`src/design/adcps_pkg.sv`:
```
// Shared types, widths and constants for the antialiased disc pixel shader.
// Used by every module of the block; depends on nothing.
`default_nettype none

package adcps_pkg;

    // Field widths
    localparam int CoordW  = 12;               // pixel_x, pixel_y
    localparam int CenterW = 13;               // signed disc centre
    localparam int RadW    = 12;               // disc radius
    localparam int ColorW  = 24;               // packed RGB
    localparam int ChanW   = 8;                // one color channel
    localparam int NumChan = ColorW / ChanW;

    // Coverage precision
    localparam int CovFracBits = 8;
    localparam int One         = 1 << CovFracBits;

    // Offset and distance widths (CoordW < CenterW)
    localparam int DeltaW = CenterW + 1;       // signed pixel minus centre
    localparam int SqW    = 2 * (DeltaW - 1);  // square of one offset
    localparam int D2W    = SqW + 1;           // sum of both squares
    localparam int LimW   = 2 * RadW;          // r*r + r and r*r - r

    // Square root unit widths
    localparam int XW     = LimW + 2 * CovFracBits;
    localparam int XWE    = XW + (XW % 2);     // radicand, even width
    localparam int RootW  = XWE / 2;
    localparam int RemW   = RootW + 2;

    // Coverage arithmetic: k = (2r+1) << (F-1), a = k - ceil(sqrt)
    localparam int KW = RadW + CovFracBits;
    localparam int AW = ((KW > RootW + 1) ? KW : RootW + 1) + 1;

    // Queue between front and back (depth is a power of two)
    localparam int FifoDepth   = 8;
    localparam int FifoAw      = $clog2(FifoDepth);
    localparam int FifoCntW    = FifoAw + 1;
    localparam int FrontStages = 4;
    localparam int InflW       = $clog2(FrontStages + 1);
    localparam int CreditW     = FifoCntW + 1;

    // Configuration port
    localparam int CfgIdxW  = 4;
    localparam int CfgDataW = ColorW;

    typedef enum logic [CfgIdxW-1:0] {
        REG_CENTER_X   = 4'd0,
        REG_CENTER_Y   = 4'd1,
        REG_RADIUS     = 4'd2,
        REG_FILL_COLOR = 4'd3
    } reg_idx_t;

    // Pixel class decided by the front, refined by the back
    typedef enum logic [1:0] {
        CLS_PASS  = 2'd0,   // untouched
        CLS_FILL  = 2'd1,   // full coverage
        CLS_EDGE  = 2'd2,   // on the rim, coverage still to compute
        CLS_BLEND = 2'd3    // partial coverage, blend with alpha
    } cls_t;

    // One classified pixel in the queue
    typedef struct packed {
        cls_t              cls;
        logic [LimW-1:0]   d2;
        logic [ColorW-1:0] dst;
    } adcps_item_t;

    // Queue status seen by the top level and the back
    typedef struct packed {
        logic [FifoCntW-1:0] count;
        logic                not_empty;
    } adcps_fifo_stat_t;

endpackage

`default_nettype wire

```
`src/design/adcps_fifo.sv`:
```
// Short queue of classified pixels between the front and the back.
// Uses adcps_pkg for the item type and depth.
`default_nettype none

module adcps_fifo import adcps_pkg::*; (
    input  wire logic         clk,
    input  wire logic         rst_n,
    input  wire logic         push,
    input  wire adcps_item_t  push_item,
    input  wire logic         pop,
    output adcps_item_t       head_item,
    output adcps_fifo_stat_t  stat
);

    adcps_item_t         mem [FifoDepth];
    adcps_item_t         head_reg;
    logic [FifoAw-1:0]   wr_ptr_reg, rd_ptr_reg, rd_ptr_next;
    logic [FifoCntW-1:0] count_reg, count_next;

    assign rd_ptr_next = pop ? rd_ptr_reg + 1'b1 : rd_ptr_reg;

    // Storage and registered head; the entry being written is forwarded
    // when it becomes the new head
    always_ff @(posedge clk)
    begin
        if (push)
        begin
            mem[wr_ptr_reg] <= push_item;
        end
        if (push && (wr_ptr_reg == rd_ptr_next))
        begin
            head_reg <= push_item;
        end
        else
        begin
            head_reg <= mem[rd_ptr_next];
        end
    end

    assign count_next = count_reg + FifoCntW'(push) - FifoCntW'(pop);

    // Pointers and fill count
    always_ff @(posedge clk or negedge rst_n)
    begin
        if (!rst_n)
        begin
            wr_ptr_reg <= '0;
            rd_ptr_reg <= '0;
            count_reg  <= '0;
        end
        else
        begin
            if (push)
            begin
                wr_ptr_reg <= wr_ptr_reg + 1'b1;
            end
            rd_ptr_reg <= rd_ptr_next;
            count_reg  <= count_next;
        end
    end

    assign head_item      = head_reg;
    assign stat.count     = count_reg;
    assign stat.not_empty = (count_reg != '0);

endmodule

`default_nettype wire

```
`config.mk`:
```
export PLATFORM = sky130hd
export DESIGN_NAME = adcps_fifo
export DESIGN_NICKNAME = d
export VERILOG_FILES = /design/src/design/adcps_pkg.sv /design/src/design/adcps_fifo.sv
export SDC_FILE = /design/constraint.sdc
export NUM_CORES = 1
export LEC_CHECK = 0
export CAP_MARGIN = 20
export CORE_ASPECT_RATIO = 2
export CORE_MARGIN = 5
export CORE_UTILIZATION = 54
export DETAILED_ROUTE_END_ITERATION = 8
export DONT_BUFFER_PORTS = 1
export PLACE_DENSITY_LB_ADDON = 0.12
export RECOVER_POWER = 25
export SLEW_MARGIN = 0
export SYNTH_ARGS = -nofsm -noshare
export SYNTH_HDL_FRONTEND = slang
export SYNTH_SLANG_ARGS = --single-unit
```
`constraint.sdc`:
```
create_clock -name clk -period 5 [get_ports clk]
set_input_delay 1.5 -clock clk [delete_from_list [all_inputs] [get_ports clk]]
set_output_delay 1.5 -clock clk [all_outputs]
set_load 0.05 [all_outputs]
```
==> results of run 1 <==
==> stage by stage <==
| stage | util | cells | setup WS, ps | hold slack, ps |
|---|---|---|---|---|
| after detailed placement | 0.5616 | 985 | 1519 | 456.4 |
| after floorplan | - | 633 | 815.4 | 438.5 |
| after global routing | 0.5978 | 1046 | 929.9 | 492.5 |
| final | 0.5978 | 1046 | 1017 | 469.4 |
| after CTS | 0.5978 | 1046 | 953.7 | 470.8 |
| after global placement | 0.5616 | 985 | 1592 | 458.8 |
==> layer usage <==
metal	vias to the layer above	wire length, um	global-route usage
met5	-	0	0
met4	0	707	0.05472
met3	47	1698	0.04692
met2	156	17020	0.3460
met1	3409	10550	0.1961
li1	2814	-	-
==> cells in the mapped netlist, drive strengths merged <==
cell type and instances:
mux4 100, nand3 1, edfxtp 400, mux2 52, buf 20, fa 1, xnor2 3, a21o 1
inv 8, nor3 2, nand2 4, dfrtp 10, dfxtp 3, clkbuf 8, nor2 6, xor2 3
ha 7, a21oi 1, nand2b 3
==> power by group <==
group / total (uW) / switching (uW) / internal [uW]
clock network: 2540 / 1150 / 1400
registers: 4640 / 274 / 4370
logic: 3700 / 2490 / 1210
total: 10900 / 3910 / 6970
==> logic make-up after synthesis <==
| family | count (synthesis) |
|---|---|
| multiplexers | 152 |
| XOR/XNOR | 6 |
| adder cells (fa/ha/maj) | 8 |
| AND/OR/NAND/NOR | 16 |
| buffers and inverters | 36 |
| AO/OA/AOI/OAI | 2 |
| flip-flops | 413 |
==> worst max path at each step <==
| stage | startpoint | endpoint | slack (ps) | depth (start not counted) |
|---|---|---|---|---|
| 2_1_floorplan | push | mem[4][0] | 820 | 2 |
| 3_3_place_gp | push | mem[4][27] | 1590 | 3 |
| 3_5_place_dp | flop | head_item[14] | 1520 | 3 |
| 4_1_cts | flop | head_item[14] | 950 | 3 |
| 5_1_grt | flop | head_item[0] | 930 | 3 |
| 6_report | flop | head_item[14] | 1020 | 3 |
==> cell type report <==
class,count,area share
Clock inverter,15,0.004200
Inverter,8,0.001709
Multi-Input combinational cell,184,0.2006
Clock buffer,46,0.05631
Timing Repair Buffer,16,0.009682
Sequential cell,413,0.7016
Tap cell,364,0.02591
==> flow_summary.ini, run 1 <==
[sta]
hold_viol_final = 0
skew_ps = 7.448
min_period_over_period = 0.7967
setup_viol = 0
period_minus_slack_ps = 3984
fmax_mhz = 251.0
tightest_slew_ps = 987.0
rsz0062_at_grt = false
tns_ps = 0
drv_slew = 0
max_slew_margin = 0.3404

[clocking]
clock_latency_ps = 520
clk_pin_slew_ps = 60
cts_root_buf = clkbuf_16
hold_buffers = 0
htreeDepth = 2
cts_num_sinks = 413
clockBufferDepth = 3
cts_made_buffers = 35
cts_setup_buffers = 0
cts_tree = built
post_cts_resize_count = 0

[finish]
areaGrowthSynthToFinish_pct = 9.855
nNetsFinal = 720
multi_input_area_um2 = 3525
mostFrequentLayoutCell = edfxtp_1
fillers = 2077
drive_gt1_frac = 0.1891
largest_reg_flops = 400
ff_latch_area_um2 = 12330
most-common-layout-cells = edfxtp_1 (400), mux4_1 (100), mux2_2 (52)
antenna_cells = 0
stdcell_area_um2 = 17570

[floorplan]
fp-row-count = 89
core-area_um2 = 29400
dieArea_um2 = 33380
die_w_um = 131.7
start_util = 0.5442
io_pins = 109
die_h_um = 253.4

[logic_synthesis]
synth_mux_area_frac = 0.2008
mappedNetlistArea_um2 = 16000
yosysWarnings = 0
synth-compound-area-share = 0.0007821
synth.avg_cell_area_um2 = 25.27
netlist_instances = 633
ys_ff_latch = 413
synthTopCellsByArea = edfxtp_1 (75%), mux4_1 (16%), mux2_2 (3.7%)
synth_cell_types = 21
seq_area_frac_synth = 0.7702
yosys.area_share.simple = 0.004458
syn_nets = 695
yosysTopAreaCell = edfxtp_1
synth_fa_ha_area_frac = 0.006726
synth_top_area_share = 0.7508
synth_top_family_by_area = multiplexers
synth_xor_area_frac = 0.003285

[worst_setup_path]
rrSetupSlack_ps = 2670
worst_path_max_delay_cell = mux4_1
required_ps = 3500
cp_data_arrival_time_ps = 2480
r2r_end = mem[4][46]
crit_buf_inv = 1
cpLargestDelayFamily = multiplexers
endpoint_kind = output port
crit_chain = buf_4 -> mux4_1 -> mux2_2
cp_max_fo = 38
rr_startpoint = wr_ptr_reg[1]
worstRegToRegCells = 3
path_class = flop to output port
cp-start-kind = flop
cp_slowest_stage_delay_ps = 640

[global_routing]
grt_pass1_wl_um = 44530
grt_usage = 0.1816
overflow = 0
grt_pass1_vias = 7171
antenna_found_initial = 0
grt_max_degree = 71

[drt]
ant_nets = 0
avgRoutedWirePerCell_um = 28.65
remaining_drc_errors = 0
drt_first_pass_iters = 5
drtIter0Drc = 408
vias = 6426
avgViaCountPerCell = 6.143
wirelength_um = 29970

[min_path]
hold_class = flop to flop
min_delay_path_depth = 1
holdCritStartpoint = rd_ptr_reg[2]

[power]
leakagePower_uw = 0.005809
ir_worst_vdd_mv = 0.4379
total_power_uw = 10890
pwr_density_cell_nw_per_um2 = 619.5

[placed_design]
numPortBuffers = 0
dpl.hpwl_um = 16330
gp_congestion = 0.7134
placed_area_um2 = 16510

[flow_run]
cap_violations = 0

[status]
status = completed
Note: power is estimated with default switching activity, not from simulation.
==> run 2, diff against run 1 <==
==> constraint.sdc (replaced) <==
create_clock -name clk -period 4.15 [get_ports clk]
set_input_delay 1.245 -clock clk [delete_from_list [all_inputs] [get_ports clk]]
set_output_delay 1.245 -clock clk [all_outputs]
set_load 0.05 [all_outputs]
==> flow_summary.ini, run 2 (same netlist as run 1, synthesis figures left out) <==
[status]
status = completed

[worst_setup_path]
cp_data_arrival_time_ps = 2580
cp-start-kind = flop
required_ps = 2900
endpoint_kind = output port
cp_max_fo = 44
path_class = flop to output port

[clocking]
hold_buffers = 0
cts_root_buf = clkbuf_16
cts_tree = built
post_cts_resize_count = 0
htreeDepth = 2
cts_setup_buffers = 0
clockBufferDepth = 3
cts_num_sinks = 413
cts_made_buffers = 36
clk_pin_slew_ps = 60
clock_latency_ps = 520

[sta]
hold_viol_final = 0
min_period_over_period = 0.9222
setup_viol = 0
max_slew_margin = 0.3950
skew_ps = 8.009
tightest_slew_ps = 907.5
drv_slew = 0
period_minus_slack_ps = 3827
rsz0062_at_grt = false
fmax_mhz = 261.3
tns_ps = 0

[global_routing]
antenna_found_initial = 0
grt_pass1_vias = 7167
grt_pass1_wl_um = 44620
overflow = 0
grt_usage = 0.1792
grt_max_degree = 51

[flow_run]
cap_violations = 0

[floorplan]
die_w_um = 131.7
dieArea_um2 = 33380
io_pins = 109
fp-row-count = 89
core-area_um2 = 29400
start_util = 0.5442
die_h_um = 253.4

[drt]
ant_nets = 0
avgRoutedWirePerCell_um = 28.28
drt_first_pass_iters = 6
avgViaCountPerCell = 6.173
wirelength_um = 29640
drtIter0Drc = 406
vias = 6469
remaining_drc_errors = 0

[placed_design]
dpl.hpwl_um = 16630
numPortBuffers = 0
placed_area_um2 = 16570
dp_cells = 988
gp_congestion = 0.6822

[finish]
drive_gt1_frac = 0.1915
stdcell_area_um2 = 17670
largest_reg_flops = 400
areaGrowthSynthToFinish_pct = 10.43
mostFrequentLayoutCell = edfxtp_1
finalCoreUtilization = 0.6010
antenna_cells = 0
stdcell_count = 1048
most-common-layout-cells = edfxtp_1 (400), mux4_1 (100), mux2_2 (52)
nNetsFinal = 724

[power]
pwr_density_cell_nw_per_um2 = 750.4
leakagePower_uw = 0.005845
ir_worst_vdd_mv = 0.6403
total_power_uw = 13260

[min_path]
hold_class = primary input to asynchronous set/reset pin
-- run 2: path summary, 6_finish.rpt --
check | from | end | slack, ps | cells past startpoint
hold reg to reg | rd_ptr_reg[2] | flop | 480 | 1
min in group clk | rd_ptr_reg[2] | flop | 480 | 1
setup / recovery | flop | head_item[17] | 320 | 3
max in group asynchronous | rst_n | rd_ptr_reg[1] | 3660 | 0
hold / removal | rst_n | wr_ptr_reg[1] | 420 | 0
setup reg to reg | wr_ptr_reg[1] | mem[0][0] | 2080 | 3
-- run 2: stage by stage --
step	hold WS (ps)	setup slack, ps
after floorplan	438.5	220.4
after global placement	451.9	895.3
after detailed placement	473.6	851.6
after CTS	392.1	289.2
after global routing	394.8	241.5
final	417.1	322.8
-- run 2: final cells by class --
type | count | area [um2]
inverter | 8 | 30.03
fill | 2077 | 11730
sequential | 413 | 12330
multi-input combinational | 184 | 3525
clock buffer | 46 | 959.7
timing repair buffer | 19 | 230.2
clock inverter | 14 | 136.4
tap | 364 | 455.4
-- run 2: where the power goes --
part	leakage [uW]	internal [uW]	switching, uW
clock network	0.000532	1770	1390
logic	0.00154	1500	2920
registers	0.00378	5260	420
total	0.00584	8520	4730
-- run 2: routing by layer --
layer  share of wire  up-vias  global-route usage
met4           0.021        0             0.04884
met1            0.38     3467              0.2121
met3           0.057       40             0.05010
met2            0.54      138              0.3224
met5               0        -                   0
li1                -     2824                   -
-- run 2: critical path: stages, from the launching register on --
cell and delay, ps:
dfxtp_4 630, buf_12 340, mux4_1 600, mux2_2 420
