==> src/design/adcps_pkg.sv <==
// Shared types, widths and constants for the antialiased disc pixel shader.
// Used by every module of the block; depends on nothing.
`default_nettype none

package adcps_pkg;

    // Field widths
    localparam int CoordW  = 12;               // pixel_x, pixel_y
    localparam int CenterW = 13;               // signed disc centre
    localparam int RadW    = 12;               // disc radius
    localparam int ColorW  = 24;               // packed RGB
    localparam int ChanW   = 8;                // one color channel
    localparam int NumChan = ColorW / ChanW;

    // Coverage precision
    localparam int CovFracBits = 8;
    localparam int One         = 1 << CovFracBits;

    // Offset and distance widths (CoordW < CenterW)
    localparam int DeltaW = CenterW + 1;       // signed pixel minus centre
    localparam int SqW    = 2 * (DeltaW - 1);  // square of one offset
    localparam int D2W    = SqW + 1;           // sum of both squares
    localparam int LimW   = 2 * RadW;          // r*r + r and r*r - r

    // Square root unit widths
    localparam int XW     = LimW + 2 * CovFracBits;
    localparam int XWE    = XW + (XW % 2);     // radicand, even width
    localparam int RootW  = XWE / 2;
    localparam int RemW   = RootW + 2;

    // Coverage arithmetic: k = (2r+1) << (F-1), a = k - ceil(sqrt)
    localparam int KW = RadW + CovFracBits;
    localparam int AW = ((KW > RootW + 1) ? KW : RootW + 1) + 1;

    // Queue between front and back (depth is a power of two)
    localparam int FifoDepth   = 8;
    localparam int FifoAw      = $clog2(FifoDepth);
    localparam int FifoCntW    = FifoAw + 1;
    localparam int FrontStages = 4;
    localparam int InflW       = $clog2(FrontStages + 1);
    localparam int CreditW     = FifoCntW + 1;

    // Configuration port
    localparam int CfgIdxW  = 4;
    localparam int CfgDataW = ColorW;

    typedef enum logic [CfgIdxW-1:0] {
        REG_CENTER_X   = 4'd0,
        REG_CENTER_Y   = 4'd1,
        REG_RADIUS     = 4'd2,
        REG_FILL_COLOR = 4'd3
    } reg_idx_t;

    // Pixel class decided by the front, refined by the back
    typedef enum logic [1:0] {
        CLS_PASS  = 2'd0,   // untouched
        CLS_FILL  = 2'd1,   // full coverage
        CLS_EDGE  = 2'd2,   // on the rim, coverage still to compute
        CLS_BLEND = 2'd3    // partial coverage, blend with alpha
    } cls_t;

    // One classified pixel in the queue
    typedef struct packed {
        cls_t              cls;
        logic [LimW-1:0]   d2;
        logic [ColorW-1:0] dst;
    } adcps_item_t;

    // Queue status seen by the top level and the back
    typedef struct packed {
        logic [FifoCntW-1:0] count;
        logic                not_empty;
    } adcps_fifo_stat_t;

endpackage

`default_nettype wire

==> src/design/adcps_front.sv <==
// Front part: takes pixels, forms squared distance to the disc centre and
// classifies each pixel as outside, inside or on the rim. Uses adcps_pkg.
`default_nettype none

module adcps_front import adcps_pkg::*; (
    input  wire logic                       clk,
    input  wire logic                       rst_n,
    input  wire logic                       in_valid,
    input  wire logic [CoordW-1:0]          in_x,
    input  wire logic [CoordW-1:0]          in_y,
    input  wire logic [ColorW-1:0]          in_dst,
    input  wire logic signed [CenterW-1:0]  center_x,
    input  wire logic signed [CenterW-1:0]  center_y,
    input  wire logic [RadW-1:0]            radius,
    output logic                            push,
    output adcps_item_t                     push_item,
    output logic [InflW-1:0]                inflight
);

    logic v1_reg, v2_reg, v3_reg, v4_reg;
    logic signed [DeltaW-1:0] dx_reg, dy_reg, dx_next, dy_next;
    logic [SqW-1:0]    sqx_reg, sqy_reg;
    logic signed [2*DeltaW-1:0] prod_x, prod_y;
    logic [D2W-1:0]    d2_reg;
    logic [ColorW-1:0] dst1_reg, dst2_reg, dst3_reg;
    logic [LimW-1:0]   rr_reg, lim_hi_reg, lim_lo_reg;
    adcps_item_t       item_reg, item_next;

    // Offsets from the centre
    assign dx_next = $signed({2'b00, in_x}) - $signed({center_x[CenterW-1], center_x});
    assign dy_next = $signed({2'b00, in_y}) - $signed({center_y[CenterW-1], center_y});

    // Squares, always non-negative
    assign prod_x = dx_reg * dx_reg;
    assign prod_y = dy_reg * dy_reg;

    // Classify against the rim limits
    always_comb
    begin
        item_next     = '0;
        item_next.dst = dst3_reg;
        item_next.d2  = d2_reg[LimW-1:0];
        if (radius == '0 || d2_reg > D2W'(lim_hi_reg))
        begin
            item_next.cls = CLS_PASS;
        end
        else if (d2_reg <= D2W'(lim_lo_reg))
        begin
            item_next.cls = CLS_FILL;
        end
        else
        begin
            item_next.cls = CLS_EDGE;
        end
    end

    // Stage valid bits; the front never stalls, admission is by credit
    always_ff @(posedge clk or negedge rst_n)
    begin
        if (!rst_n)
        begin
            v1_reg <= 1'b0;
            v2_reg <= 1'b0;
            v3_reg <= 1'b0;
            v4_reg <= 1'b0;
        end
        else
        begin
            v1_reg <= in_valid;
            v2_reg <= v1_reg;
            v3_reg <= v2_reg;
            v4_reg <= v3_reg;
        end
    end

    // Datapath stages and rim limits
    always_ff @(posedge clk)
    begin
        dx_reg     <= dx_next;
        dy_reg     <= dy_next;
        dst1_reg   <= in_dst;
        sqx_reg    <= prod_x[SqW-1:0];
        sqy_reg    <= prod_y[SqW-1:0];
        dst2_reg   <= dst1_reg;
        d2_reg     <= D2W'(sqx_reg) + D2W'(sqy_reg);
        dst3_reg   <= dst2_reg;
        item_reg   <= item_next;
        rr_reg     <= radius * radius;
        lim_hi_reg <= rr_reg + LimW'(radius);
        lim_lo_reg <= rr_reg - LimW'(radius);
    end

    assign push      = v4_reg;
    assign push_item = item_reg;
    assign inflight  = InflW'(v1_reg) + InflW'(v2_reg) + InflW'(v3_reg) + InflW'(v4_reg);

endmodule

`default_nettype wire

==> config.mk <==
export PLATFORM = sky130hd
export DESIGN_NAME = adcps_front
export DESIGN_NICKNAME = d
export VERILOG_FILES = /design/src/design/adcps_pkg.sv /design/src/design/adcps_front.sv
export SDC_FILE = /design/constraint.sdc
export NUM_CORES = 2
export LEC_CHECK = 0
export BUFFER_PORTS_ARGS = -buffer_cell sky130_fd_sc_hd__buf_2
export CORE_MARGIN = 2
export CORE_UTILIZATION = 46
export CTS_CLUSTER_SIZE = 40
export DETAILED_ROUTE_END_ITERATION = 16
export GPL_ROUTABILITY_DRIVEN = 0
export GPL_TIMING_DRIVEN = 0
export PLACE_DENSITY = 0.74
export SLEW_MARGIN = 20
export SYNTH_ARGS = -nofsm -noshare
export SYNTH_HDL_FRONTEND = slang
export SYNTH_SLANG_ARGS = --single-unit
==> constraint.sdc <==
create_clock -name clk -period 6.2 [get_ports clk]
set_input_delay 0.62 -clock clk [delete_from_list [all_inputs] [get_ports clk]]
set_output_delay 0.62 -clock clk [all_outputs]
set_load 0.03 [all_outputs]
==> out/summary.md <==
The flow ran to the end, and the final reports show no timing, DRC or antenna violations. The detailed router finished its first iteration with 692 violations. The total global routing overflow is 0, and the remaining max-slew budget at the tightest pin is 62.4%. For the final database, setup skew stands at 0.0283 ns. A synthesized cell averages 9.71 um2.

The number of primary I/O pins came out at 143. The delay contributed by the slowest stage of the critical path was 0.59 ns; the core outline area was 0.0580 mm2. In the synthesized netlist, the number of instances is 2791. In this design, the critical path's most frequently occurring cell is sky130_fd_sc_hd__fa_1. Worst hold slack after final layout: 0.158 ns.

The overall die height was 247 um; the fraction of the cycle the final worst path needs was 96.3%. The hold violation count in the final report came out at 0. The top cell types in the final layout, fill and taps aside, are sky130_fd_sc_hd__inv_1, sky130_fd_sc_hd__fa_1, sky130_fd_sc_hd__ha_1. The flip-flop cell with the highest count after synthesis was sky130_fd_sc_hd__dfxtp_1. The number of antenna violations at the first check in global routing is 0. For this configuration, the core starts out at a cell density of 46.7%. The area growth from synthesis to layout is 12.0%. The run gives 0 as the antenna violation net count after detailed routing.

The count of clock tree sinks was 301; the routed length per instance was 14.6 um. Setup violations remaining at the end of the flow were counted as 0. The async set-or-reset flop fraction in the synthesized netlist was 1.33%; the net count of the mapped netlist was 3592. The footprint of the multi-input gates was 0.0186 mm2.

The clock tree synthesis step divided the H-tree into 2 levels. Dominant delay contributor by cell family on the critical path: adder cells. In this run the cell area of the synthesized design comes to 0.0271 mm2. At the pin with the least slew margin, the transition time is 0.564 ns. The number of nets at the end of the flow was 3782; the number of flip-flops under the largest register name was 50.

The clock transition at the register clock pins on the worst setup and hold paths after CTS is 0.06 ns, and the count of flip-flops with a built-in enable after synthesis is 0. The post-synthesis sequential area ratio is 22.3%, and the wire length of the first global-routing pass is 92800 um. In this run the deepest clock path goes through 3 buffers. Counting the fill cells in the layout gives 5131.

Summed over all nets, the half-perimeter wirelength after detailed placement is 45600 um. The combined buffer and inverter count along the critical path is 5, and the placement row count is 88. For the total CTS buffers, the log shows 34. The largest net degree at the start of global routing came out at 18.

In this run the horizontal extent of the chip is 247 um. In this run the worst hold path is classified as in -> reg. Share of layout cells above drive strength 1: 10.7%. The number of buffer cells added on primary ports is 142. The die outline area was 0.0609 mm2; the sequential cell area was 0.00608 mm2. The run gives 0 as the max-slew violation count.

The worst setup path is launched from a register. For this run, the top clock speed supported by timing is 168 MHz. The tools report the global routing usage summed across all routing layers as 19.0%. The number of antenna diodes in the final layout is 0.

The tools report the clock root buffer as sky130_fd_sc_hd__clkbuf_16. After synthesis, the netlist uses 76 different library cells. Clock latency on the worst-skew pair, taken at its later pin, is 0.56 ns. For the worst setup path, the data arrival time is 6.41 ns.

Number of global-route vias before repair: 19600. Max-cap violations in this run came to 0. Dividing the detail-routed via count by the number of cells gives 4.91. The worst path in the final design needs a cycle of 5.97 ns, including I/O delays and setup.

The signal on the critical path passes through buf_6 -> clkinvlp_4 -> buf_4 -> nor2_1 -> fa_1 -> fa_1 -> fa_1 -> fa_1 -> fa_1 -> inv_1 -> fa_1 -> inv_1 -> ha_1 -> and4_1 -> nand4b_1 -> a21o_1 -> a31oi_1 -> o21ai_1 -> o311a_1. After layout, the worst setup slack is 0.230 ns. The critical-path maximum fanout came out at 5. By startpoint and endpoint, the worst setup path is classified as reg -> reg.

The routed layout has 18500 vias. Prior to clock tree synthesis, the placed netlist has a worst setup slack of -0.607 ns. At the worst endpoint, the required time is 6.64 ns.

After detailed routing, the number of remaining DRC violations is 0. Wires add up to 54900 um. The slowest stage of the critical path is the sky130_fd_sc_hd__fa_1 cell. For the yosys synthesis warning count, the log shows 0. Total iterations of the first detailed-routing run: 5. Kind of capture point of the worst setup path: a register.

Most common cell after layout, fill and taps aside: sky130_fd_sc_hd__inv_1. TritonCTS built the clock tree. Counting flops and latches in the post-synthesis netlist gives 301.
==> cell usage after synthesis (8+ instances only) <==
| library cell | count | area share [%] |
|---|---|---|
| sky130_fd_sc_hd__a211oi_1 | 10 | 0.28 |
| sky130_fd_sc_hd__a21o_1 | 52 | 1.4 |
| sky130_fd_sc_hd__a21oi_1 | 96 | 1.8 |
| sky130_fd_sc_hd__a31o_2 | 8 | 0.26 |
| sky130_fd_sc_hd__and2_1 | 75 | 1.7 |
| sky130_fd_sc_hd__and3_1 | 10 | 0.23 |
| sky130_fd_sc_hd__clkbuf_1 | 45 | 0.62 |
| sky130_fd_sc_hd__dfxtp_1 | 297 | 22 |
| sky130_fd_sc_hd__fa_1 | 403 | 30 |
| sky130_fd_sc_hd__ha_1 | 309 | 14 |
| sky130_fd_sc_hd__inv_1 | 639 | 8.8 |
| sky130_fd_sc_hd__nand2_1 | 174 | 2.4 |
| sky130_fd_sc_hd__nand2b_1 | 25 | 0.58 |
| sky130_fd_sc_hd__nand3_1 | 30 | 0.55 |
| sky130_fd_sc_hd__nand4_1 | 10 | 0.23 |
| sky130_fd_sc_hd__nor2_1 | 158 | 2.2 |
| sky130_fd_sc_hd__nor2b_1 | 36 | 0.83 |
| sky130_fd_sc_hd__nor3_1 | 28 | 0.52 |
| sky130_fd_sc_hd__o21a_1 | 18 | 0.50 |
| sky130_fd_sc_hd__o21ai_0 | 47 | 0.87 |
| sky130_fd_sc_hd__o21bai_1 | 17 | 0.47 |
| sky130_fd_sc_hd__xnor2_1 | 130 | 4.2 |
| sky130_fd_sc_hd__xor2_1 | 56 | 1.8 |
==> final cells by class <==
type                    count  share of cell area [%]
multi-input cells        1797                    61.2
flip-flops and latches    301                    20.0
inverters                 645                    8.02
well taps                 765                    3.15
clock buffers              38                    2.89
repair buffers            159                    2.77
clock inverters            23                   0.948
plain buffers              43                   0.936
==> cells by family (layout without fill, tap and decap cells) <==
family	count (synthesis)	after routing	synth area share, %
buffers and inverters	693	908	9.61
flip-flops	301	301	22.3
multiplexers	6	6	0.240
AND/OR/NAND/NOR	583	583	10.3
AO/OA/AOI/OAI	310	310	7.50
adder cells (fa/ha/maj)	712	712	44.0
XOR/XNOR	186	186	6.01
==> path summary, 6_finish.rpt <==
path | slack (ns) | cells after the start | startpoint | end
worst min register to register | 0.30 | 0 | dst1_reg[1]$_DFF_P_ | dst2_reg[1]$_DFF_P_
worst max register to register | 0.23 | 19 | dx_reg[6]$_DFF_P_ | sqx_reg[25]$_DFF_P_
max in group asynchronous | 5.70 | 2 | rst_n | v1_reg$_DFF_PN0_
worst max-delay path | 0.23 | 19 | dx_reg[6]$_DFF_P_ | sqx_reg[25]$_DFF_P_
min in group asynchronous | 0.39 | 2 | rst_n | v3_reg$_DFF_PN0_
worst min-delay path | 0.16 | 1 | in_dst[20] | dst1_reg[20]$_DFF_P_
==> metrics by stage <==
step	TNS (ns)	area (um2)	instances	util, %
2_1_floorplan	0	27100	2791	-
3_3_place_gp	-4.38	28800	3698	49.6
3_5_place_dp	-4.78	28800	3698	49.6
4_1_cts	0	30000	3758	51.7
5_1_grt	-0.0383	30400	3771	52.3
6_report	0	30400	3771	52.3
==> what timing repair did <==
item	CTS	global route
gates cloned	0	0
resized for setup	41	115
setup buffers	1	15
hold endpoints to repair	4	0
setup endpoints to repair	20	17
pin swaps	1	13
hold buffers	1	0
==> layer usage <==
metal | track usage (%) | wire [um]
met5 | 0 | 0
met4 | 6.06 | 1470
met3 | 3.04 | 2980
met2 | 33.7 | 27600
met1 | 23.6 | 22800
==> worst reg2reg max path: cells and delay by family, from the launching register on <==
| family | cells | cell delay (ns) |
|---|---|---|
| fa+ha+maj | 7 | 3.33 |
| simple gates | 3 | 0.64 |
| flops | 1 | 0.35 |
| buf+inv | 5 | 0.58 |
| compound gates | 4 | 0.96 |
Power is not shown: default switching activity piles up to over one toggle a cycle in this logic, so the estimate is an artifact.
