<file path="src/design/adcps_pkg.sv">
// Shared types, widths and constants for the antialiased disc pixel shader.
// Used by every module of the block; depends on nothing.
`default_nettype none

package adcps_pkg;

    // Field widths
    localparam int CoordW  = 12;               // pixel_x, pixel_y
    localparam int CenterW = 13;               // signed disc centre
    localparam int RadW    = 12;               // disc radius
    localparam int ColorW  = 24;               // packed RGB
    localparam int ChanW   = 8;                // one color channel
    localparam int NumChan = ColorW / ChanW;

    // Coverage precision
    localparam int CovFracBits = 8;
    localparam int One         = 1 << CovFracBits;

    // Offset and distance widths (CoordW < CenterW)
    localparam int DeltaW = CenterW + 1;       // signed pixel minus centre
    localparam int SqW    = 2 * (DeltaW - 1);  // square of one offset
    localparam int D2W    = SqW + 1;           // sum of both squares
    localparam int LimW   = 2 * RadW;          // r*r + r and r*r - r

    // Square root unit widths
    localparam int XW     = LimW + 2 * CovFracBits;
    localparam int XWE    = XW + (XW % 2);     // radicand, even width
    localparam int RootW  = XWE / 2;
    localparam int RemW   = RootW + 2;

    // Coverage arithmetic: k = (2r+1) << (F-1), a = k - ceil(sqrt)
    localparam int KW = RadW + CovFracBits;
    localparam int AW = ((KW > RootW + 1) ? KW : RootW + 1) + 1;

    // Queue between front and back (depth is a power of two)
    localparam int FifoDepth   = 8;
    localparam int FifoAw      = $clog2(FifoDepth);
    localparam int FifoCntW    = FifoAw + 1;
    localparam int FrontStages = 4;
    localparam int InflW       = $clog2(FrontStages + 1);
    localparam int CreditW     = FifoCntW + 1;

    // Configuration port
    localparam int CfgIdxW  = 4;
    localparam int CfgDataW = ColorW;

    typedef enum logic [CfgIdxW-1:0] {
        REG_CENTER_X   = 4'd0,
        REG_CENTER_Y   = 4'd1,
        REG_RADIUS     = 4'd2,
        REG_FILL_COLOR = 4'd3
    } reg_idx_t;

    // Pixel class decided by the front, refined by the back
    typedef enum logic [1:0] {
        CLS_PASS  = 2'd0,   // untouched
        CLS_FILL  = 2'd1,   // full coverage
        CLS_EDGE  = 2'd2,   // on the rim, coverage still to compute
        CLS_BLEND = 2'd3    // partial coverage, blend with alpha
    } cls_t;

    // One classified pixel in the queue
    typedef struct packed {
        cls_t              cls;
        logic [LimW-1:0]   d2;
        logic [ColorW-1:0] dst;
    } adcps_item_t;

    // Queue status seen by the top level and the back
    typedef struct packed {
        logic [FifoCntW-1:0] count;
        logic                not_empty;
    } adcps_fifo_stat_t;

endpackage

`default_nettype wire

</file>
<file path="src/design/adcps_back.sv">
// Back part: pipelined square root for rim pixels, coverage decision,
// channel blend and output register. Uses adcps_pkg.
`default_nettype none

module adcps_back import adcps_pkg::*; (
    input  wire logic               clk,
    input  wire logic               rst_n,
    input  wire logic [RadW-1:0]    radius,
    input  wire logic [ColorW-1:0]  fill_color,
    input  wire adcps_fifo_stat_t   fifo_stat,
    input  wire adcps_item_t        head_item,
    output logic                    pop,
    output logic                    out_valid,
    input  wire logic               out_ready,
    output logic [ColorW-1:0]       out_pixel,
    output logic                    out_written
);

    typedef struct packed {
        logic              v;
        cls_t              cls;
        logic [ColorW-1:0] dst;
        logic [XWE-1:0]    x;
        logic [RemW-1:0]   rem;
        logic [RootW-1:0]  root;
    } sq_stage_t;

    typedef struct packed {
        logic                   v;
        cls_t                   cls;
        logic [ColorW-1:0]      dst;
        logic [CovFracBits-1:0] alpha;
    } dec_stage_t;

    // One bit of the root: restoring digit step
    function automatic sq_stage_t sqrt_step(input sq_stage_t s);
        sq_stage_t       o;
        logic [RemW+1:0] trial_a;
        logic [RemW+1:0] trial_b;
        logic [RemW+1:0] diff;
        o       = s;
        trial_a = {s.rem, s.x[XWE-1 -: 2]};
        trial_b = {{(RemW-RootW){1'b0}}, s.root, 2'b01};
        diff    = trial_a - trial_b;
        o.x     = s.x << 2;
        if (trial_a >= trial_b)
        begin
            o.rem  = diff[RemW-1:0];
            o.root = {s.root[RootW-2:0], 1'b1};
        end
        else
        begin
            o.rem  = trial_a[RemW-1:0];
            o.root = {s.root[RootW-2:0], 1'b0};
        end
        return o;
    endfunction

    sq_stage_t  sq_reg  [RootW+1];
    sq_stage_t  sq_next [RootW+1];
    dec_stage_t dec_reg, dec_next;
    logic       en;

    logic                  out_valid_reg, out_written_reg;
    logic [ColorW-1:0]     out_pixel_reg;
    logic [ColorW-1:0]     pixel_next;
    logic                  written_next;

    logic [KW-1:0]         k_val;
    logic [RootW:0]        s_ceil;
    logic signed [AW-1:0]  a_val, one_s;

    logic [ChanW-1:0]          fg_ch, dst_ch;
    logic [CovFracBits:0]      inv_a;
    logic [ChanW+CovFracBits-1:0] p_fg;
    logic [ChanW+CovFracBits:0]   p_dst;
    logic [ChanW+CovFracBits+1:0] mix;
    logic [ColorW-1:0]         blend;

    // Whole back pipeline moves when the output slot is free or drained
    assign en  = !out_valid_reg || out_ready;
    assign pop = en && fifo_stat.not_empty;

    // Root stages: load from the queue, then one digit per stage
    always_comb
    begin
        sq_next[0]      = '0;
        sq_next[0].v    = pop;
        sq_next[0].cls  = head_item.cls;
        sq_next[0].dst  = head_item.dst;
        sq_next[0].x    = XWE'(head_item.d2) << (2 * CovFracBits);
        for (int i = 0; i < RootW; i++)
        begin
            sq_next[i+1] = sqrt_step(sq_reg[i]);
        end
    end

    // Coverage: a = k - ceil(sqrt(d2 * 2^2F))
    always_comb
    begin
        k_val  = KW'({radius, 1'b1}) << (CovFracBits - 1);
        s_ceil = {1'b0, sq_reg[RootW].root} + (RootW+1)'(sq_reg[RootW].rem != '0);
        a_val  = $signed(AW'(k_val)) - $signed(AW'(s_ceil));
        one_s  = AW'(One);

        dec_next       = '0;
        dec_next.v     = sq_reg[RootW].v;
        dec_next.dst   = sq_reg[RootW].dst;
        dec_next.cls   = sq_reg[RootW].cls;
        dec_next.alpha = a_val[CovFracBits-1:0];
        if (sq_reg[RootW].cls == CLS_EDGE)
        begin
            if (a_val >= one_s)
            begin
                dec_next.cls = CLS_FILL;
            end
            else if (a_val > 0)
            begin
                dec_next.cls = CLS_BLEND;
            end
            else
            begin
                dec_next.cls = CLS_PASS;
            end
        end
    end

    // Per-channel blend: (fg*a + dst*(One-a)) >> F
    always_comb
    begin
        fg_ch  = '0;
        dst_ch = '0;
        inv_a  = (CovFracBits+1)'(One) - {1'b0, dec_reg.alpha};
        p_fg   = '0;
        p_dst  = '0;
        mix    = '0;
        blend  = '0;
        for (int c = 0; c < NumChan; c++)
        begin
            fg_ch  = fill_color[c*ChanW +: ChanW];
            dst_ch = dec_reg.dst[c*ChanW +: ChanW];
            p_fg   = fg_ch * dec_reg.alpha;
            p_dst  = dst_ch * inv_a;
            mix    = {2'b00, p_fg} + {1'b0, p_dst};
            blend[c*ChanW +: ChanW] = mix[CovFracBits +: ChanW];
        end
    end

    // Result selection
    always_comb
    begin
        case (dec_reg.cls)
            CLS_FILL:
            begin
                pixel_next   = fill_color;
                written_next = 1'b1;
            end
            CLS_BLEND:
            begin
                pixel_next   = blend;
                written_next = 1'b1;
            end
            default:
            begin
                pixel_next   = dec_reg.dst;
                written_next = 1'b0;
            end
        endcase
    end

    // Pipeline registers
    always_ff @(posedge clk or negedge rst_n)
    begin
        if (!rst_n)
        begin
            for (int i = 0; i <= RootW; i++)
            begin
                sq_reg[i] <= '0;
            end
            dec_reg       <= '0;
            out_valid_reg <= 1'b0;
        end
        else if (en)
        begin
            for (int i = 0; i <= RootW; i++)
            begin
                sq_reg[i] <= sq_next[i];
            end
            dec_reg       <= dec_next;
            out_valid_reg <= dec_reg.v;
        end
    end

    // Output payload
    always_ff @(posedge clk)
    begin
        if (en)
        begin
            out_pixel_reg   <= pixel_next;
            out_written_reg <= written_next;
        end
    end

    assign out_valid   = out_valid_reg;
    assign out_pixel   = out_pixel_reg;
    assign out_written = out_written_reg;

endmodule

`default_nettype wire

</file>
<file path="config.mk">
export PLATFORM = sky130hd
export DESIGN_NAME = adcps_back
export DESIGN_NICKNAME = d
export VERILOG_FILES = /design/src/design/adcps_pkg.sv /design/src/design/adcps_back.sv
export SDC_FILE = /design/constraint.sdc
export NUM_CORES = 2
export LEC_CHECK = 0
export ABC_AREA = 0
export BUFFER_PORTS_ARGS = -buffer_cell sky130_fd_sc_hd__buf_4
export CORE_ASPECT_RATIO = 1.75
export CORE_MARGIN = 5
export CORE_UTILIZATION = 55
export DETAILED_ROUTE_END_ITERATION = 10
export PLACE_DENSITY = 0.73
export SYNTH_ARGS = -nofsm -noshare
export SYNTH_HDL_FRONTEND = slang
export SYNTH_SLANG_ARGS = --single-unit
</file>
<file path="constraint.sdc">
create_clock -name clk -period 8.6 [get_ports clk]
set_input_delay 0.86 -clock clk [delete_from_list [all_inputs] [get_ports clk]]
set_output_delay 0.86 -clock clk [all_outputs]
set_load 0.01 [all_outputs]
</file>
==> flow_metrics.env <==
export IMPL_status="finished clean"
export IMPL_required_ns=9.09
export IMPL_vias=60590
export IMPL_max_freq_ghz=0.129
export IMPL_ys_types=84
export IMPL_grt_pass1_vias=61207
export IMPL_synth_largest_area_cell="dfrtp_1"
export IMPL_clockBufferDepth=3
export IMPL_grt_use_total_pct=23.2
export IMPL_setup_viol=0
export IMPL_layout_commonest_cell="nand2_1"
export IMPL_final_nets=9947
export IMPL_initial_utilization_pct=55.3
export IMPL_finalSetupTns_ns=0
export IMPL_ant_nets=0
export IMPL_yosys_register_bits=1390
export IMPL_grt_overflow=0
export IMPL_clock_skew_ns=0.0268
export IMPL_setup_slack_ns=0.863
export IMPL_rsz0062_at_grt="no"
export IMPL_area_growth_pct=8.29
export IMPL_numCtsBuffers=133
export IMPL_postLayoutCoreUtil_pct=59.9
export IMPL_cts_setup_buffers=0
export IMPL_yosysTopAreaCellShare_pct=42.5
export IMPL_synth_area_top_cells="dfrtp_1 (43%), nand2_1 (14%), fa_1 (7.8%), ha_1 (6.5%), inv_1 (3.3%)"
export IMPL_hold_class="in -> async"
export IMPL_io_buffers=116
export IMPL_cp_arrival_ns=8.23
export IMPL_maxCapViolCount=0
export IMPL_ctsHoldBuffers=0
export IMPL_fp_dieW_um=299
export IMPL_via_per_inst=5.46
export IMPL_grt_first_pass_wirelength_um=297000
export IMPL_clk_insertion_delay_late_ns=0.75
export IMPL_gp_congestion=0.886
export IMPL_yosysSeqAreaShare_pct=43.5
export IMPL_grt_start_max_net_pins=255
export IMPL_tightest_slew_ns=1.20
export IMPL_cts_resized=0
export IMPL_final_hold_viol_count=0
export IMPL_die_h_um=515
export IMPL_avgRoutedWirePerCell_um=16.1
export IMPL_synth_nets=10093
export IMPL_async_flop_share_pct=98.2
export IMPL_cp_max_fo=16
export IMPL_placementRows=185
export IMPL_largest_reg_flops=672
export IMPL_slew_headroom_pct=20.0
export IMPL_dp_hpwl_um=125000
export IMPL_worstSetupEndpointType="flip-flop"
export IMPL_fp_coreArea_mm2=0.145
export IMPL_syn_inst=9270
export IMPL_cts_sinks=1390
export IMPL_synthFlopType="dfrtp_1"
export IMPL_synth_edf_count=25
export IMPL_critPathKind="reg -> reg"
export IMPL_startpoint_type="flip-flop"
export IMPL_drt_total_wl_um=179000
export IMPL_dr_pass1_iters=6
export IMPL_root_buffer="clkbuf_16"
export IMPL_syn_avg_cell_area_um2=8.66
export IMPL_top_level_ports=121
export IMPL_period_needed_ns=7.74
export IMPL_htreeDepth=4
export IMPL_drive_gt1_share_pct=4.82
export IMPL_final_cell_mix="nand2_1 (2973), dfrtp_1 (1365), inv_1 (709)"
export IMPL_dieArea_mm2=0.154
export IMPL_drv_slew=0
export IMPL_clk_pin_slew_ns=0.06
export IMPL_antenna_found_initial=1
export IMPL_dp_slack_ns=0.910
export IMPL_drc=0
export IMPL_cts_tree="done"
export IMPL_yosys_warnings=0
export IMPL_drtIter0Drc=3988
export IMPL_fin_crit_sh_pct=90.0
export IMPL_synth_area_mm2=0.0803
==> cells in the mapped netlist, types with 9 or more instances <==
cell,number
nor2b_1,41
buf_2,17
a211oi_1,36
nor2_1,493
ha_1,418
o21bai_1,20
a21oi_1,356
edfxtp_1,25
o21ai_0,469
or3_1,57
a21o_1,62
mux2_2,10
a21boi_0,11
buf_1,17
xor2_1,86
fa_1,311
a31oi_1,108
mux2i_1,120
inv_1,709
o21a_1,56
o211ai_1,23
o41ai_1,9
and3_1,21
clkbuf_1,425
nand4_1,35
and2_1,249
a211o_1,10
or4_1,33
nand4b_1,9
a2111oi_0,15
dfrtp_1,1365
nand2b_1,28
nand3b_1,14
nor4_1,61
nand3_1,81
xnor2_1,198
or2_2,20
o31a_1,11
nor3_1,102
nand2_1,2973
o31ai_1,33
o21ai_1,17
==> critical path, cell delays in order (launching register included) <==
cell and delay, ns:
dfrtp_1 0.37, nor2_1 0.37, nand2_1 0.13, xor2_1 0.54, buf_4 0.35, nand2_1 0.10
fa_1 0.50, inv_1 0.04, ha_1 0.27, inv_1 0.05, fa_1 0.53, inv_1 0.05
fa_1 0.51, fa_1 0.55, inv_1 0.05, fa_1 0.53, inv_1 0.04, ha_1 0.30
a21o_1 0.18, a21o_1 0.18, a2111oi_0 0.65, nor2_1 0.17, a311oi_1 0.57, o21ai_0 0.22
mux2i_1 0.17, nand2_1 0.07
==> stage by stage <==
| step | cell area [um2] | hold WS [ns] | std cells |
|---|---|---|---|
| after floorplan | 80300 | 0.430 | 9270 |
| after global placement | 82500 | 0.446 | 10859 |
| after detailed placement | 82500 | 0.448 | 10859 |
| after CTS | 87000 | 0.145 | 11094 |
| after global routing | 87000 | 0.197 | 11095 |
| final | 87000 | 0.151 | 11095 |
==> worst paths after layout <==
path	start	end	slack, ns	depth (start not counted)
hold reg to reg	sq_next[967]$_DFFE_PN0N_	sq_next[858]$_DFFE_PN0N_	0.46	2
setup / recovery	dec_reg[2]$_DFFE_PN0N_	out_pixel[15]$_DFFE_PN_	0.86	25
setup reg to reg	dec_reg[2]$_DFFE_PN0N_	out_pixel[15]$_DFFE_PN_	0.86	25
max in group asynchronous	rst_n	dec_reg[26]$_DFFE_PN0N_	6.24	3
hold / removal	rst_n	sq_next[871]$_DFFE_PN0N_	0.15	1
min in group clk	head_item[15]	sq_next[2168]$_DFFE_PN0N_	0.30	3
==> final cells by class <==
class	instances	area [um2]
tap	1870	2340
antenna	1	2.50
multi-input combinational	6709	41000
sequential	1390	34900
clock buffer	201	4010
timing repair buffer	179	1530
inverter	711	2680
fill	12748	58200
clock inverter	34	485
==> cells by family (layout without fill, tap and decap cells) <==
logic type | count (synthesis) | after routing | share of synthesized area [%]
and+or+nand+nor | 4249 | 4249 | 22.3
DFF | 1390 | 1390 | 43.5
AOI/OAI and AO/OA | 1317 | 1317 | 9.76
buffers and inverters | 1171 | 1125 | 5.50
adders and majority gates | 729 | 729 | 14.3
xor gates and xnor gates | 284 | 284 | 3.10
muxes | 130 | 130 | 1.64
other | 0 | 1 | 0
==> layer usage <==
metal  track usage [%]  routed length (um)
met1              24.5               64400
met2              44.1               97400
met3              2.58                5100
met5                 0                   0
met4              13.7               11700
Power is not shown: default switching activity piles up to over one toggle a cycle in this logic, so the estimate is an artifact.
